$ cat src/sv/tsg_pkg.sv
// ----------------------------------------------------------------------------
// tsg_pkg
// Shared types and constants of the triangle span generator.
// ----------------------------------------------------------------------------
`default_nettype none
package tsg_pkg;
   localparam int COORD_BITS = 16;
   localparam int FRAC_BITS  = 16;
   localparam int DIFF_BITS  = COORD_BITS + 1;
   localparam int ACC_BITS   = DIFF_BITS + FRAC_BITS + 2;
   localparam int SUM_BITS   = ACC_BITS + 2;
   localparam int QUO_BITS   = DIFF_BITS + FRAC_BITS;
   localparam int CNT_BITS   = $clog2(QUO_BITS + 1);

   localparam logic ACT_START = 1'b0;
   localparam logic ACT_ROW   = 1'b1;

   typedef struct packed {
      logic                         action;
      logic signed [COORD_BITS-1:0] vertex0_x;
      logic signed [COORD_BITS-1:0] vertex0_y;
      logic signed [COORD_BITS-1:0] vertex1_x;
      logic signed [COORD_BITS-1:0] vertex1_y;
      logic signed [COORD_BITS-1:0] vertex2_x;
      logic signed [COORD_BITS-1:0] vertex2_y;
      logic signed [COORD_BITS-1:0] offset_x;
      logic signed [COORD_BITS-1:0] offset_y;
      logic [31:0]                  fill_color;
   } req_type;

   typedef struct packed {
      logic signed [COORD_BITS-1:0] span_row;
      logic signed [COORD_BITS-1:0] span_x_a;
      logic signed [COORD_BITS-1:0] span_x_b;
      logic [31:0]                  span_color;
      logic                         last_span;
   } rsp_type;

   typedef enum logic [2:0] {
      ST_IDLE, ST_DIV_LOAD, ST_DIV_RUN, ST_DIV_STORE, ST_ROW, ST_OUT
   } state_type;

   typedef struct packed {
      logic       load_tri;
      logic       div_load;
      logic [1:0] div_sel;
      logic       div_step;
      logic       div_store;
      logic       row_step;
      logic       out_load;
   } cmd_type;

   typedef struct packed {
      logic div_done;
      logic active;
   } sts_type;

   function automatic logic signed [COORD_BITS-1:0]
         sat_coord(input logic signed [SUM_BITS-1:0] v);
      localparam logic signed [SUM_BITS-1:0] MX = (SUM_BITS'(1) <<< (COORD_BITS-1)) - 1;
      localparam logic signed [SUM_BITS-1:0] MN = -MX - 1;
      if (v > MX) return MX[COORD_BITS-1:0];
      if (v < MN) return MN[COORD_BITS-1:0];
      return v[COORD_BITS-1:0];
   endfunction
endpackage
`default_nettype wire

$ cat src/sv/tsg_ctrl.sv
// ----------------------------------------------------------------------------
// tsg_ctrl
// Sequencer: triangle setup with three slope divisions, then row steps.
// ----------------------------------------------------------------------------
`default_nettype none
module tsg_ctrl (
   input  wire logic              clock,
   input  wire logic              reset,
   input  wire logic              req_valid,
   input  wire logic              req_action,
   output logic                   req_ready,
   input  wire logic              out_free,
   input  wire tsg_pkg::sts_type  sts,
   output tsg_pkg::cmd_type       cmd
);
   tsg_pkg::state_type state_ff, state_in;
   logic [1:0] sel_ff, sel_in;

   always_ff @(posedge clock) begin
      if (reset) begin
         state_ff <= tsg_pkg::ST_IDLE;
         sel_ff   <= '0;
      end else begin
         state_ff <= state_in;
         sel_ff   <= sel_in;
      end
   end

   always_comb begin
      state_in = state_ff;
      sel_in   = sel_ff;
      unique case (state_ff)
         tsg_pkg::ST_IDLE:
            if (req_valid) begin
               if (req_action == tsg_pkg::ACT_START) begin
                  state_in = tsg_pkg::ST_DIV_LOAD;
                  sel_in   = 2'd0;
               end else if (sts.active && out_free) begin
                  state_in = tsg_pkg::ST_ROW;
               end
            end
         tsg_pkg::ST_DIV_LOAD:  state_in = tsg_pkg::ST_DIV_RUN;
         tsg_pkg::ST_DIV_RUN:   if (sts.div_done) state_in = tsg_pkg::ST_DIV_STORE;
         tsg_pkg::ST_DIV_STORE: begin
            if (sel_ff == 2'd2) state_in = tsg_pkg::ST_IDLE;
            else begin
               state_in = tsg_pkg::ST_DIV_LOAD;
               sel_in   = sel_ff + 2'd1;
            end
         end
         tsg_pkg::ST_ROW:       state_in = tsg_pkg::ST_OUT;
         tsg_pkg::ST_OUT:       state_in = tsg_pkg::ST_IDLE;
         default:               state_in = tsg_pkg::ST_IDLE;
      endcase
   end

   always_comb begin
      cmd = '0;
      cmd.div_sel = sel_ff;
      req_ready = 1'b0;
      unique case (state_ff)
         tsg_pkg::ST_IDLE: begin
            req_ready = (req_action == tsg_pkg::ACT_START) || !sts.active || out_free;
            cmd.load_tri = req_valid && (req_action == tsg_pkg::ACT_START);
         end
         tsg_pkg::ST_DIV_LOAD:  cmd.div_load  = 1'b1;
         tsg_pkg::ST_DIV_RUN:   cmd.div_step  = 1'b1;
         tsg_pkg::ST_DIV_STORE: cmd.div_store = 1'b1;
         tsg_pkg::ST_ROW:       cmd.row_step  = 1'b1;
         tsg_pkg::ST_OUT:       cmd.out_load  = 1'b1;
         default: ;
      endcase
   end

   a_load_idle: assert property (@(posedge clock) disable iff (reset)
      cmd.load_tri |-> state_ff == tsg_pkg::ST_IDLE) else $error("load outside idle");
   a_row_out: assert property (@(posedge clock) disable iff (reset)
      cmd.row_step |=> cmd.out_load) else $error("row step without output");
   a_store_sel: assert property (@(posedge clock) disable iff (reset)
      cmd.div_store |-> sel_ff != 2'd3) else $error("bad slope select");
endmodule
`default_nettype wire

$ cat src/sv/tsg_dpath.sv
// ----------------------------------------------------------------------------
// tsg_dpath
// Vertex sort, restoring slope divider, edge accumulators, span output.
// ----------------------------------------------------------------------------
`default_nettype none
module tsg_dpath (
   input  wire logic              clock,
   input  wire logic              reset,
   input  wire tsg_pkg::req_type  req_data,
   input  wire tsg_pkg::cmd_type  cmd,
   output tsg_pkg::sts_type       sts,
   output tsg_pkg::rsp_type       span_in
);
   localparam int CB = tsg_pkg::COORD_BITS;
   localparam int DB = tsg_pkg::DIFF_BITS;
   localparam int AB = tsg_pkg::ACC_BITS;
   localparam int SB = tsg_pkg::SUM_BITS;
   localparam int QB = tsg_pkg::QUO_BITS;
   localparam int NB = tsg_pkg::CNT_BITS;
   localparam int FB = tsg_pkg::FRAC_BITS;

   logic signed [CB-1:0] x0_ff, y0_ff, x1_ff, y1_ff, x2_ff, y2_ff;
   logic signed [CB-1:0] offx_ff, offy_ff;
   logic [31:0]          color_ff;
   logic signed [AB-1:0] slope_ff [3];
   logic signed [AB-1:0] acc_s_ff, acc_l_ff;
   logic [DB-1:0]        row_ff;
   logic                 active_ff;

   // stable sort network on y
   logic signed [CB-1:0] ax, ay, bx, by, cx, cy, tx, ty;
   always_comb begin
      ax = req_data.vertex0_x; ay = req_data.vertex0_y;
      bx = req_data.vertex1_x; by = req_data.vertex1_y;
      cx = req_data.vertex2_x; cy = req_data.vertex2_y;
      tx = ax; ty = ay;
      if (ay > by) begin tx = ax; ty = ay; ax = bx; ay = by; bx = tx; by = ty; end
      if (by > cy) begin tx = bx; ty = by; bx = cx; by = cy; cx = tx; cy = ty; end
      if (ay > by) begin tx = ax; ty = ay; ax = bx; ay = by; bx = tx; by = ty; end
   end

   // divider: magnitude restoring division, one quotient bit per cycle
   logic signed [DB-1:0] dx_sel, dy_sel;
   logic [QB-1:0] q_ff, num_ff;
   logic [DB-1:0] den_ff;
   logic [DB:0]   rem_ff, rem_try;
   logic [NB-1:0] cnt_ff;
   logic          neg_ff;
   logic [DB-1:0] dx_mag, dy_mag;
   logic signed [AB-1:0] quo_signed;

   always_comb begin
      unique case (cmd.div_sel)
         2'd0:    begin dx_sel = DB'(x1_ff) - DB'(x0_ff); dy_sel = DB'(y1_ff) - DB'(y0_ff); end
         2'd1:    begin dx_sel = DB'(x2_ff) - DB'(x0_ff); dy_sel = DB'(y2_ff) - DB'(y0_ff); end
         default: begin dx_sel = DB'(x2_ff) - DB'(x1_ff); dy_sel = DB'(y2_ff) - DB'(y1_ff); end
      endcase
      dx_mag  = dx_sel[DB-1] ? DB'(-dx_sel) : DB'(dx_sel);
      dy_mag  = dy_sel[DB-1] ? DB'(-dy_sel) : DB'(dy_sel);
      rem_try = {rem_ff[DB-1:0], num_ff[QB-1]} - {1'b0, den_ff};
      quo_signed = neg_ff ? -AB'(q_ff) : AB'(q_ff);
   end

   assign sts.div_done = (cnt_ff == NB'(QB));
   assign sts.active   = active_ff;

   always_ff @(posedge clock) begin
      if (cmd.div_load) begin
         num_ff <= {dx_mag, FB'(0)};
         den_ff <= dy_mag;
         rem_ff <= '0;
         q_ff   <= '0;
         cnt_ff <= '0;
         neg_ff <= dx_sel[DB-1] ^ dy_sel[DB-1];
      end else if (cmd.div_step && !sts.div_done) begin
         num_ff <= num_ff << 1;
         cnt_ff <= cnt_ff + NB'(1);
         if (!rem_try[DB]) begin
            rem_ff <= rem_try;
            q_ff   <= {q_ff[QB-2:0], 1'b1};
         end else begin
            rem_ff <= {rem_ff[DB-1:0], num_ff[QB-1]};
            q_ff   <= {q_ff[QB-2:0], 1'b0};
         end
      end
   end

   // row step
   logic [DB-1:0] h1, h2;
   logic signed [AB-1:0] acc_s_in;
   assign h1 = DB'(y1_ff) - DB'(y0_ff);
   assign h2 = DB'(y2_ff) - DB'(y0_ff);
   always_comb begin
      if (row_ff < h1) acc_s_in = acc_s_ff + slope_ff[0];
      else if (row_ff == h1)
         acc_s_in = (AB'(signed'(DB'(x1_ff) - DB'(x0_ff))) <<< FB) + slope_ff[2];
      else acc_s_in = acc_s_ff + slope_ff[2];
   end

   always_ff @(posedge clock) begin
      if (reset) begin
         active_ff <= 1'b0;
      end else if (cmd.load_tri) begin
         active_ff <= (cy != ay);
      end else if (cmd.row_step) begin
         if (row_ff + DB'(1) >= h2) active_ff <= 1'b0;
      end
   end

   always_ff @(posedge clock) begin
      if (cmd.load_tri) begin
         x0_ff <= ax; y0_ff <= ay; x1_ff <= bx; y1_ff <= by; x2_ff <= cx; y2_ff <= cy;
         offx_ff  <= req_data.offset_x;
         offy_ff  <= req_data.offset_y;
         color_ff <= req_data.fill_color;
         acc_s_ff <= '0;
         acc_l_ff <= '0;
         row_ff   <= '0;
      end else if (cmd.row_step) begin
         acc_s_ff <= acc_s_in;
         acc_l_ff <= acc_l_ff + slope_ff[1];
      end else if (cmd.out_load) begin
         row_ff <= row_ff + DB'(1);
      end
      if (cmd.div_store) slope_ff[cmd.div_sel] <= (den_ff == '0) ? '0 : quo_signed;
   end

   // span output from stepped accumulators; row still holds this span's index
   logic signed [SB-1:0] base, sa, sl, rsum;
   always_comb begin
      base = (SB'(offx_ff) + SB'(x0_ff)) <<< FB;
      sa   = base + SB'(acc_s_ff);
      sl   = base + SB'(acc_l_ff);
      rsum = SB'(offy_ff) + SB'(y0_ff) + SB'(signed'({1'b0, row_ff}));
      span_in.span_row   = tsg_pkg::sat_coord(rsum);
      span_in.span_x_a   = tsg_pkg::sat_coord(sa >>> FB);
      span_in.span_x_b   = tsg_pkg::sat_coord(sl >>> FB);
      span_in.span_color = color_ff;
      span_in.last_span  = (row_ff == h2 - DB'(1));
   end

   a_div_done: assert property (@(posedge clock) disable iff (reset)
      cmd.div_store |-> sts.div_done) else $error("slope stored early");
   a_row_act: assert property (@(posedge clock) disable iff (reset)
      cmd.row_step |-> active_ff) else $error("row step with no triangle");
   a_row_range: assert property (@(posedge clock) disable iff (reset)
      cmd.row_step |-> row_ff < h2) else $error("row past end");
endmodule
`default_nettype wire

$ cat src/sv/triangle_span_generator_unit.sv
// ----------------------------------------------------------------------------
// triangle_span_generator_unit
// Scanline triangle fill: one span item per row item while a triangle is active.
// ----------------------------------------------------------------------------
//  channel | dir | handshake            | payload
//  req_    | in  | req_valid/req_ready  | tsg_pkg::req_type
//  rsp_    | out | rsp_valid/rsp_ready  | tsg_pkg::rsp_type
//
// A start item runs three slope divisions through one restoring divider, one
// quotient bit per cycle; each division passes through a load state, the run
// state and a store state.
// A row item passes through accept, accumulator step and span register load.
// While a triangle is active, a row is accepted only if the span register is
// empty or drains in that cycle; else it waits until the held item is taken.
// Synchronous active-high reset clears the sequencer, active flag and output valid flag.
`default_nettype none
module triangle_span_generator_unit (
   input  wire logic              clock,
   input  wire logic              reset,
   input  wire logic              req_valid,
   output logic                   req_ready,
   input  wire tsg_pkg::req_type  req_data,
   output logic                   rsp_valid,
   input  wire logic              rsp_ready,
   output tsg_pkg::rsp_type       rsp_data
);
   tsg_pkg::cmd_type cmd;
   tsg_pkg::sts_type sts;
   tsg_pkg::rsp_type span_in;
   logic             rsp_valid_ff;
   tsg_pkg::rsp_type rsp_data_ff;
   logic             out_free;

   // a row may start only if the output register empties before out_load
   assign out_free = !rsp_valid_ff || rsp_ready;

   tsg_ctrl u_ctrl (
      .clock      (clock),
      .reset      (reset),
      .req_valid  (req_valid),
      .req_action (req_data.action),
      .req_ready  (req_ready),
      .out_free   (out_free),
      .sts        (sts),
      .cmd        (cmd)
   );

   tsg_dpath u_dpath (
      .clock    (clock),
      .reset    (reset),
      .req_data (req_data),
      .cmd      (cmd),
      .sts      (sts),
      .span_in  (span_in)
   );

   // out_load follows acceptance through ST_ROW into ST_OUT; the register was free
   // then and stays free or drains, so only a taken item may linger: block on it.
   always_ff @(posedge clock) begin
      if (reset) begin
         rsp_valid_ff <= 1'b0;
      end else if (cmd.out_load) begin
         rsp_valid_ff <= 1'b1;
      end else if (rsp_ready) begin
         rsp_valid_ff <= 1'b0;
      end
   end

   always_ff @(posedge clock) begin
      if (cmd.out_load) rsp_data_ff <= span_in;
   end

   assign rsp_valid = rsp_valid_ff;
   assign rsp_data  = rsp_data_ff;

   a_no_overwrite: assert property (@(posedge clock) disable iff (reset)
      cmd.out_load |-> !rsp_valid_ff) else $error("span register overwritten");
   a_hold: assert property (@(posedge clock) disable iff (reset)
      rsp_valid_ff && !rsp_ready |=> rsp_valid_ff && $stable(rsp_data_ff))
      else $error("span dropped");
   a_ready_setup: assert property (@(posedge clock) disable iff (reset)
      cmd.div_step |-> !req_ready) else $error("ready during setup");
endmodule
`default_nettype wire

$ cat config.mk
export PLATFORM = sky130hd
export DESIGN_NAME = triangle_span_generator_unit
export DESIGN_NICKNAME = d
export VERILOG_FILES = /design/src/sv/tsg_pkg.sv /design/src/sv/tsg_ctrl.sv /design/src/sv/tsg_dpath.sv /design/src/sv/triangle_span_generator_unit.sv
export SDC_FILE = /design/constraint.sdc
export NUM_CORES = 2
export LEC_CHECK = 0
export ABC_AREA = 0
export BUFFER_PORTS_ARGS = -buffer_cell sky130_fd_sc_hd__buf_2
export CAP_MARGIN = 25
export CORE_AREA = 3 3 267 269
export DETAILED_ROUTE_END_ITERATION = 8
export DIE_AREA = 0 0 270 272
export MAX_ROUTING_LAYER = met4
export PLACE_DENSITY = 0.74
export SLEW_MARGIN = 20
export SYNTH_ARGS = -nofsm -noshare
export SYNTH_HDL_FRONTEND = slang
export SYNTH_SLANG_ARGS = --single-unit
$ cat constraint.sdc
create_clock -name clock -period 9.55 [get_ports clock]
set_input_delay 1.91 -clock clock [delete_from_list [all_inputs] [get_ports clock]]
set_output_delay 1.91 -clock clock [all_outputs]
set_load 0.1 [all_outputs]
After elaboration in Yosys (flattened, before gate mapping)
Memory sizes are Yosys's and may differ from the RTL's.
Cells that the tools add are included.

cells by class
  bitwise logic cells = 3
  multiplexer cells = 69
  $lt $le $gt $ge = 11
  equality and inequality tests = 16
  add/sub/neg operators = 23
  reduce and logical (&&, ||, !) cells = 21

operator list
  operator                                                                            count
  16-bit 2-to-1 mux                                                                   25
  35-bit 2-to-1 mux                                                                   4
  35-bit adder                                                                        3
  16-bit by 16-bit subtractor with 17-bit output                                      6
  33-bit by 35-bit adder with 36-bit output                                           2
  17-bit one-hot mux with 2 select lines                                              2
  33-bit 2-to-1 mux                                                                   2
  16-bit greater-than comparator                                                      3
  21-bit by 16-bit greater-than comparator with 1-bit output (second input constant)  2
  21-bit by 16-bit < comparator with 1-bit output (second input constant)             2
  37-bit by 18-bit adder with 37-bit output                                           1
  37-bit by 16-bit greater-than comparator with 1-bit output (second input constant)  1
  37-bit by 16-bit < comparator with 1-bit output (second input constant)             1
  33-bit by 35-bit adder with 35-bit output                                           1
  33-bit negator with 35-bit output                                                   1
  16-bit by 16-bit adder with 17-bit output                                           2
  17-bit equality test                                                                2
  17-bit 2-to-1 mux                                                                   2
  17-bit negator                                                                      2
  1-bit 2-to-1 mux                                                                    25
  18-bit by 17-bit subtractor with 18-bit output                                      1
  17-bit by 1-bit adder with 17-bit output (second input constant)                    1
  17-bit greater-or-equal comparator                                                  1
  17-bit zero test                                                                    1
  29 further kinds                                                                    50

word-level totals
  input port bits = 165
  register bits = 426
  memories = 1
  word-level logic and storage cells = 172
  output and inout port bits = 83
  bits in writable memories = 105

memories
  name              depth  width  read ports  clocked after memory_dff  wr ports  RTL line         text
  u_dpath.slope_ff  3      35     3           0                         1         tsg_dpath.sv:25  logic signed [AB-1:0] slope_ff [3];

Logic depth before layout (Yosys ltp)
  word-level depth = 8
  mapped depth = 42
  gate-level depth less buffers = 33

Modules after synthesis
A second synthesis with hierarchy kept.

second synthesis, totals
  cells, all modules = 4,061
  area, all modules = 37,973.9 um^2

by module, submodules not included
  module                        times used  sequential area each (um^2)  cells each  area an instance (um^2)
  tsg_dpath                     1           11,891.4                     3,938       35,175.0
  triangle_span_generator_unit  1           2,452.4                      85          2,478.6
  tsg_ctrl                      1           100.1                        38          320.3

Least setup slack after synthesis
Ideal clock, no wire load.

  path type = input port to flip-flop
  from = input req_data[111] in the netlist's numbering
  to = register u_dpath.y1_ff[1], data pin
  data arrival time = 9.571 ns
  buffers on the path = 10
  cell stages on the path = 37
  path slack = -0.161 ns
  library setup time = 0.139 ns
  data required time = 9.411 ns
  path through = inv_1 > ha_1 > nand4_1 > nor2_1 > a211o_1 > a211oi_1 > mux2i_1 > buf_2 > clkbuf_1 > buf_1 > nand2_1 > o21ai_0 > ha_1 > a211oi_1 > o21a_1 > o21ai_0 > nor4_1 > or2_0 > clkbuf_1 > clkbuf_1 > clkbuf_1 > clkbuf_1 > o21ai_0 > ha_1 > nand4_1 > nor3_1 > nand4_1 > a31oi_1 > nand3b_1 > and4b_1 > a211oi_2 > buf_6 > buf_2 > mux2i_1 > clkbuf_1 > o22ai_1 > nor2_1

between the ends
  cells in the longest elaborated chain, start to end = 6
  elaborated cells between the ends (all ways) = 7
  classes of those cells = order compare (3); mux (4)

RTL lines
  what                            RTL line                            text
  from (decl)                     triangle_span_generator_unit.sv:22  input wire tsg_pkg::req_type req_data,
  16-bit greater-than comparator  tsg_dpath.sv:37                     if (ay > by) begin tx = ax; ty = ay; ax = bx; ay = by; bx = tx; by = ty; end
  16-bit 2-to-1 mux               tsg_dpath.sv:37
  16-bit greater-than comparator  tsg_dpath.sv:38                     if (by > cy) begin tx = bx; ty = by; bx = cx; by = cy; cx = tx; cy = ty; end
  16-bit 2-to-1 mux               tsg_dpath.sv:38
  16-bit greater-than comparator  tsg_dpath.sv:39                     if (ay > by) begin tx = ax; ty = ay; ax = bx; ay = by; bx = tx; by = ty; end
  16-bit 2-to-1 mux (*)           tsg_dpath.sv:39
  via u_dpath.by[1]               tsg_dpath.sv:31                     logic signed [CB-1:0] ax, ay, bx, by, cx, cy, tx, ty;
  to (signal assigned)            tsg_dpath.sv:112                    x0_ff <= ax; y0_ff <= ay; x1_ff <= bx; y1_ff <= by; x2_ff <= cx; y2_ff <= cy;
  to (decl)                       tsg_dpath.sv:22                     logic signed [CB-1:0] x0_ff, y0_ff, x1_ff, y1_ff, x2_ff, y2_ff;

Mark *: on every way through the listed nets, which the timed path passes. The rest lies on a longest branch.
A chain may end at the register's enable or synchronous reset.

Worst setup path after layout
  from = input req_data[110] in the netlist's numbering
  to = register u_dpath.active_ff

between the ends
  cells in the longest elaborated chain, start to end = 8
  elaborated cells between the ends (all ways) = 10
  classes of those cells = order compare (3); eq/ne (1); mux (6)

RTL lines
  what                            RTL line          text
  16-bit greater-than comparator  tsg_dpath.sv:37
  16-bit 2-to-1 mux               tsg_dpath.sv:37
  16-bit greater-than comparator  tsg_dpath.sv:38
  16-bit 2-to-1 mux               tsg_dpath.sv:38
  16-bit greater-than comparator  tsg_dpath.sv:39
  16-bit 2-to-1 mux               tsg_dpath.sv:39
  16-bit inequality test (*)      tsg_dpath.sv:104  active_ff <= (cy != ay);
  1-bit 2-to-1 mux (*)            tsg_dpath.sv:103  end else if (cmd.load_tri) begin
  to (signal assigned)            tsg_dpath.sv:104
  to (decl)                       tsg_dpath.sv:28   logic active_ff;

Every way passes the cells marked *; elsewhere a longest branch is shown, timed or not.

==> results.md <==
- DRC violations left: 0
- Worst-Margin Slew: 0.984 ns
- VDD IR max: 0.229 mV
- Root cell of the clock tree: sky130_fd_sc_hd__clkbuf_16
- Internal power summed over all cells: 7.03 mW
- Total detailed-routing wirelength: 97.4 mm
- Net Sw Power: 5.07 mW
- CTS tree: done
- Number of sinks driven by the clock tree: 531
- Final Hold Violating Endpoints: 0
- Detail-routed via count per cell: 5.74
- Effective utilization at floorplan: 54.9%
- Critical path startpoint category: input pin
- Final total power: 12.1 mW
- Share of power burned in registers: 27.9%
- Leakage: 18.5 nW
- Die Height: 272 µm
- Power density normalized to cell area: 286 mW/mm²
- Worst r2r path cells: 26
- Synth Area in Compound Gates: 18.2%
- Most instantiated flip-flop cell in the synthesis netlist: sky130_fd_sc_hd__edfxtp_1
- Max-Slew Margin vs Limit: 34.4%
- Number of max-slew violations in the final report: 0
- Arrival time of data at the critical path endpoint: 9.55 ns
- Number of buffers inserted during clock tree synthesis: 58
- Placed Area: 0.0403 mm²
- Hold buffer count at CTS: 0
- Largest stage delay on the critical path: 0.52 ns
- Number of iterations in the first detailed-routing pass: 6
- Skew final: 0.0303 ns
- Congestion Overflow GR: 0
- Number of synthesized flops with an enable pin: 381
- Setup WS pre-CTS: -0.107 ns
- First-pass GRT wire length: 154 mm
- Vias: 30814
- Cell taking the most area after synthesis: sky130_fd_sc_hd__edfxtp_1
- Worst hold slack: 0.418 ns
- Setup slack, reg-to-reg: 2.53 ns
- Max clock buf depth: 3
- Basic-gate share of the synthesized area counting and, or, nand and nor cells: 14.8%
- Capturing point of the worst reg2reg path: u_dpath.acc_s_ff[17]
- CORE AREA: 0.0688 mm²
- Total Die Area: 0.0734 mm²
- Synth async-reset ratio: 0%
- Seq/Total Area, Yosys: 38.2%
- XOR/XNOR share of the synthesized area: 8.44%
- Port Buffers: 247
- Number of global-route vias before repair: 29225
- Number of standard cells in the layout, taps in and fillers out: 5368
- Startpoint of the most critical hold path: u_dpath.color_ff[20]
- Gpl congestion: 0.922
- Result of the run: finished, final reports clean
- Portion of synthesized cell area occupied by the leading cell type: 30.3%
- Initial antenna violation count: 5
- Switching power share of the total: 41.9%
- Final HPWL from detailed placement: 74.5 mm
- Dominant combinational cell family by area after synthesis: compound AO/OA/AOI/OAI gates
- Worst Setup Path Type: in -> reg
- Fmax: 110 MHz
- Clock latency on the worst-skew pair: 0.64 ns
- Area growth, synth to finish: 12.0%
- Overall track demand over capacity in global routing: 26.5%
- Crit path capture type: flop
- Cells after synthesis: 4141
- Final Net Count: 4961
- Syn Nets: 4717
- Standard cell with the maximum stage delay on the critical path: sky130_fd_sc_hd__or4_1
- Worst endpoint required time: 10.02 ns
- Number of library cell types mapped by synthesis: 77
- Flops & latches, synth: 531
- End of the worst hold path: rsp_data[21]
- Share of layout cells above drive strength 1: 10.7%
- Crit path setup slack, layout: 0.463 ns
- Number of placement rows: 96
- Average footprint of a synthesized cell: 9.13 µm²
- Maximum Capacitance Violations: 0
- Most common cell in the synthesized netlist: sky130_fd_sc_hd__ha_1
- Count of H-tree levels built during CTS: 2
- Largest cells by area after synthesis: sky130_fd_sc_hd__edfxtp_1 (30%), sky130_fd_sc_hd__ha_1 (13%), sky130_fd_sc_hd__dfxtp_1 (7.9%), sky130_fd_sc_hd__xnor2_1 (4.9%), sky130_fd_sc_hd__a21oi_1 (4.0%)
- Fraction of synthesized area in multiplexers: 2.29%
- Count of pins on the block boundary: 248
- Final-layout setup total negative slack: 0 ns
- Post-detailed-route wirelength per cell: 18.1 µm
- Largest net degree at the start of global routing: 165
- Maximum fanout encountered on the critical timing path: 21
- Remaining antenna violation count after routing: 0
- Synth warnings: 0
- Reg clk slew, reported paths: 0.06 ns
- Synth Area in Adders: 13.9%
- Commonest cells in the synthesized netlist: sky130_fd_sc_hd__ha_1 (396), sky130_fd_sc_hd__nor2_1 (389), sky130_fd_sc_hd__nand2_1 (388)
- Hold Crit Depth: 0
- Final setup viols: 0
- Number of DRC violations after detailed-routing iteration 0: 2128
- Overall die width: 270 µm
- Post-synth design cell area: 0.0378 mm²
- Placed Instances: 5252
- Startpoint of the worst-slack reg-to-reg timing path: u_dpath.y0_ff[0]
- Final cycle utilization of the critical path: 95.2%
- Hold crit path type: reg -> reg
- Post-route minimum period: 9.09 ns
- Logic pwr share: 52.9%
- Final cell area excluding filler cells: 0.0423 mm²
- Utilization after layout: 61.5%
- Clock share of power: 19.1%
[state kept, by name (all words and copies together), names as in the netlist]
name / flops
rsp_data: 81
rsp_valid: 1
u_ctrl.sel_ff: 2
u_ctrl.state_ff: 3
u_dpath.acc_l_ff: 35
u_dpath.acc_s_ff: 35
u_dpath.active_ff: 1
u_dpath.cnt_ff: 6
u_dpath.color_ff: 32
u_dpath.den_ff: 17
u_dpath.neg_ff: 1
u_dpath.num_ff: 17
u_dpath.offx_ff: 16
u_dpath.offy_ff: 16
u_dpath.q_ff: 33
u_dpath.rem_ff: 17
u_dpath.row_ff: 17
u_dpath.slope_ff: 105
u_dpath.x0_ff: 16
u_dpath.x1_ff: 16
u_dpath.x2_ff: 16
u_dpath.y0_ff: 16
u_dpath.y1_ff: 16
u_dpath.y2_ff: 16
[layout by cell type, fill, tap and decap left out, drive strengths merged, types with 29 or more instances in the layout]
cell type    n
nor2       389
o21ai      304
a21o       132
clkbuf      74
inv        289
o22ai       42
nor3        70
a21oi      305
buf        312
nand2b      43
xor2       151
o21bai      43
nand3       96
o21a        29
ha         396
mux2i       77
nor2b       55
nand2      388
edfxtp     381
a211oi      59
xnor2      213
dfxtp      150
nand4       40
[metal layers]
| metal | wire, µm | vias up | GRT usage (%) |
|---|---|---|---|
| li1 | - | 15382 | - |
| met1 | 40800 | 14438 | 32.4 |
| met2 | 48600 | 814 | 46.2 |
| met3 | 4960 | 180 | 3.03 |
| met4 | 2980 | 0 | 7.99 |
| met5 | 0 | - | - |
[critical path: cells and delay by family]
| family | cells | cell delay (ns) |
|---|---|---|
| AO/OA/AOI/OAI | 16 | 2.97 |
| adder cells (fa/ha/maj) | 3 | 0.97 |
| buffers and inverters | 7 | 1.13 |
| multiplexers | 1 | 0.35 |
| AND/OR/NAND/NOR | 9 | 2.21 |
[cell families after synthesis]
logic type / Yosys count
AO/OA/AOI/OAI: 1107
buffers and inverters: 417
flip-flops: 531
multiplexers: 85
XOR/XNOR: 364
AND/OR/NAND/NOR: 1226
adder cells (fa/ha/maj): 411
[layout make-up]
type | count | area (µm²)
repair buffers | 313 | 1750
clock inverters | 35 | 343
multi-input cells | 3193 | 21900
well taps | 931 | 1160
diodes | 4 | 10.0
flip-flops and latches | 531 | 14400
inverters | 288 | 1090
fillers | 5849 | 26500
clock buffers | 73 | 1630
[worst max path at each step]
| stage | start | to | slack [ns] |
|---|---|---|---|
| 3_3_place_gp | req_data[110] | u_dpath.active_ff | 0.03 |
| 3_5_place_dp | req_data[110] | u_dpath.active_ff | -0.11 |
| 6_report | req_data[110] | u_dpath.active_ff | 0.46 |
| 4_1_cts | req_data[110] | u_dpath.active_ff | 0.43 |
| 5_1_grt | req_data[110] | u_dpath.active_ff | -0.10 |
| 2_1_floorplan | req_data[111] | u_dpath.active_ff | 0.03 |
[power by group through the flow]
stage / registers, mW / logic [mW] / clock network, mW
2_1_floorplan: 3.38 / 4.88 / 0
3_3_place_gp: 3.42 / 6.20 / 0
3_5_place_dp: 3.42 / 6.31 / 0
4_1_cts: 3.38 / 6.37 / 2.36
5_1_grt: 3.40 / 7.20 / 2.45
6_report: 3.38 / 6.41 / 2.32
[timing repair]
action,4_1_cts,5_1_grt
setup buffers,0,2
endpoints found under the hold margin,0,0
gates resized for setup,0,2
setup endpoints to repair,0,6
Note: power is estimated with default switching activity, not from simulation.
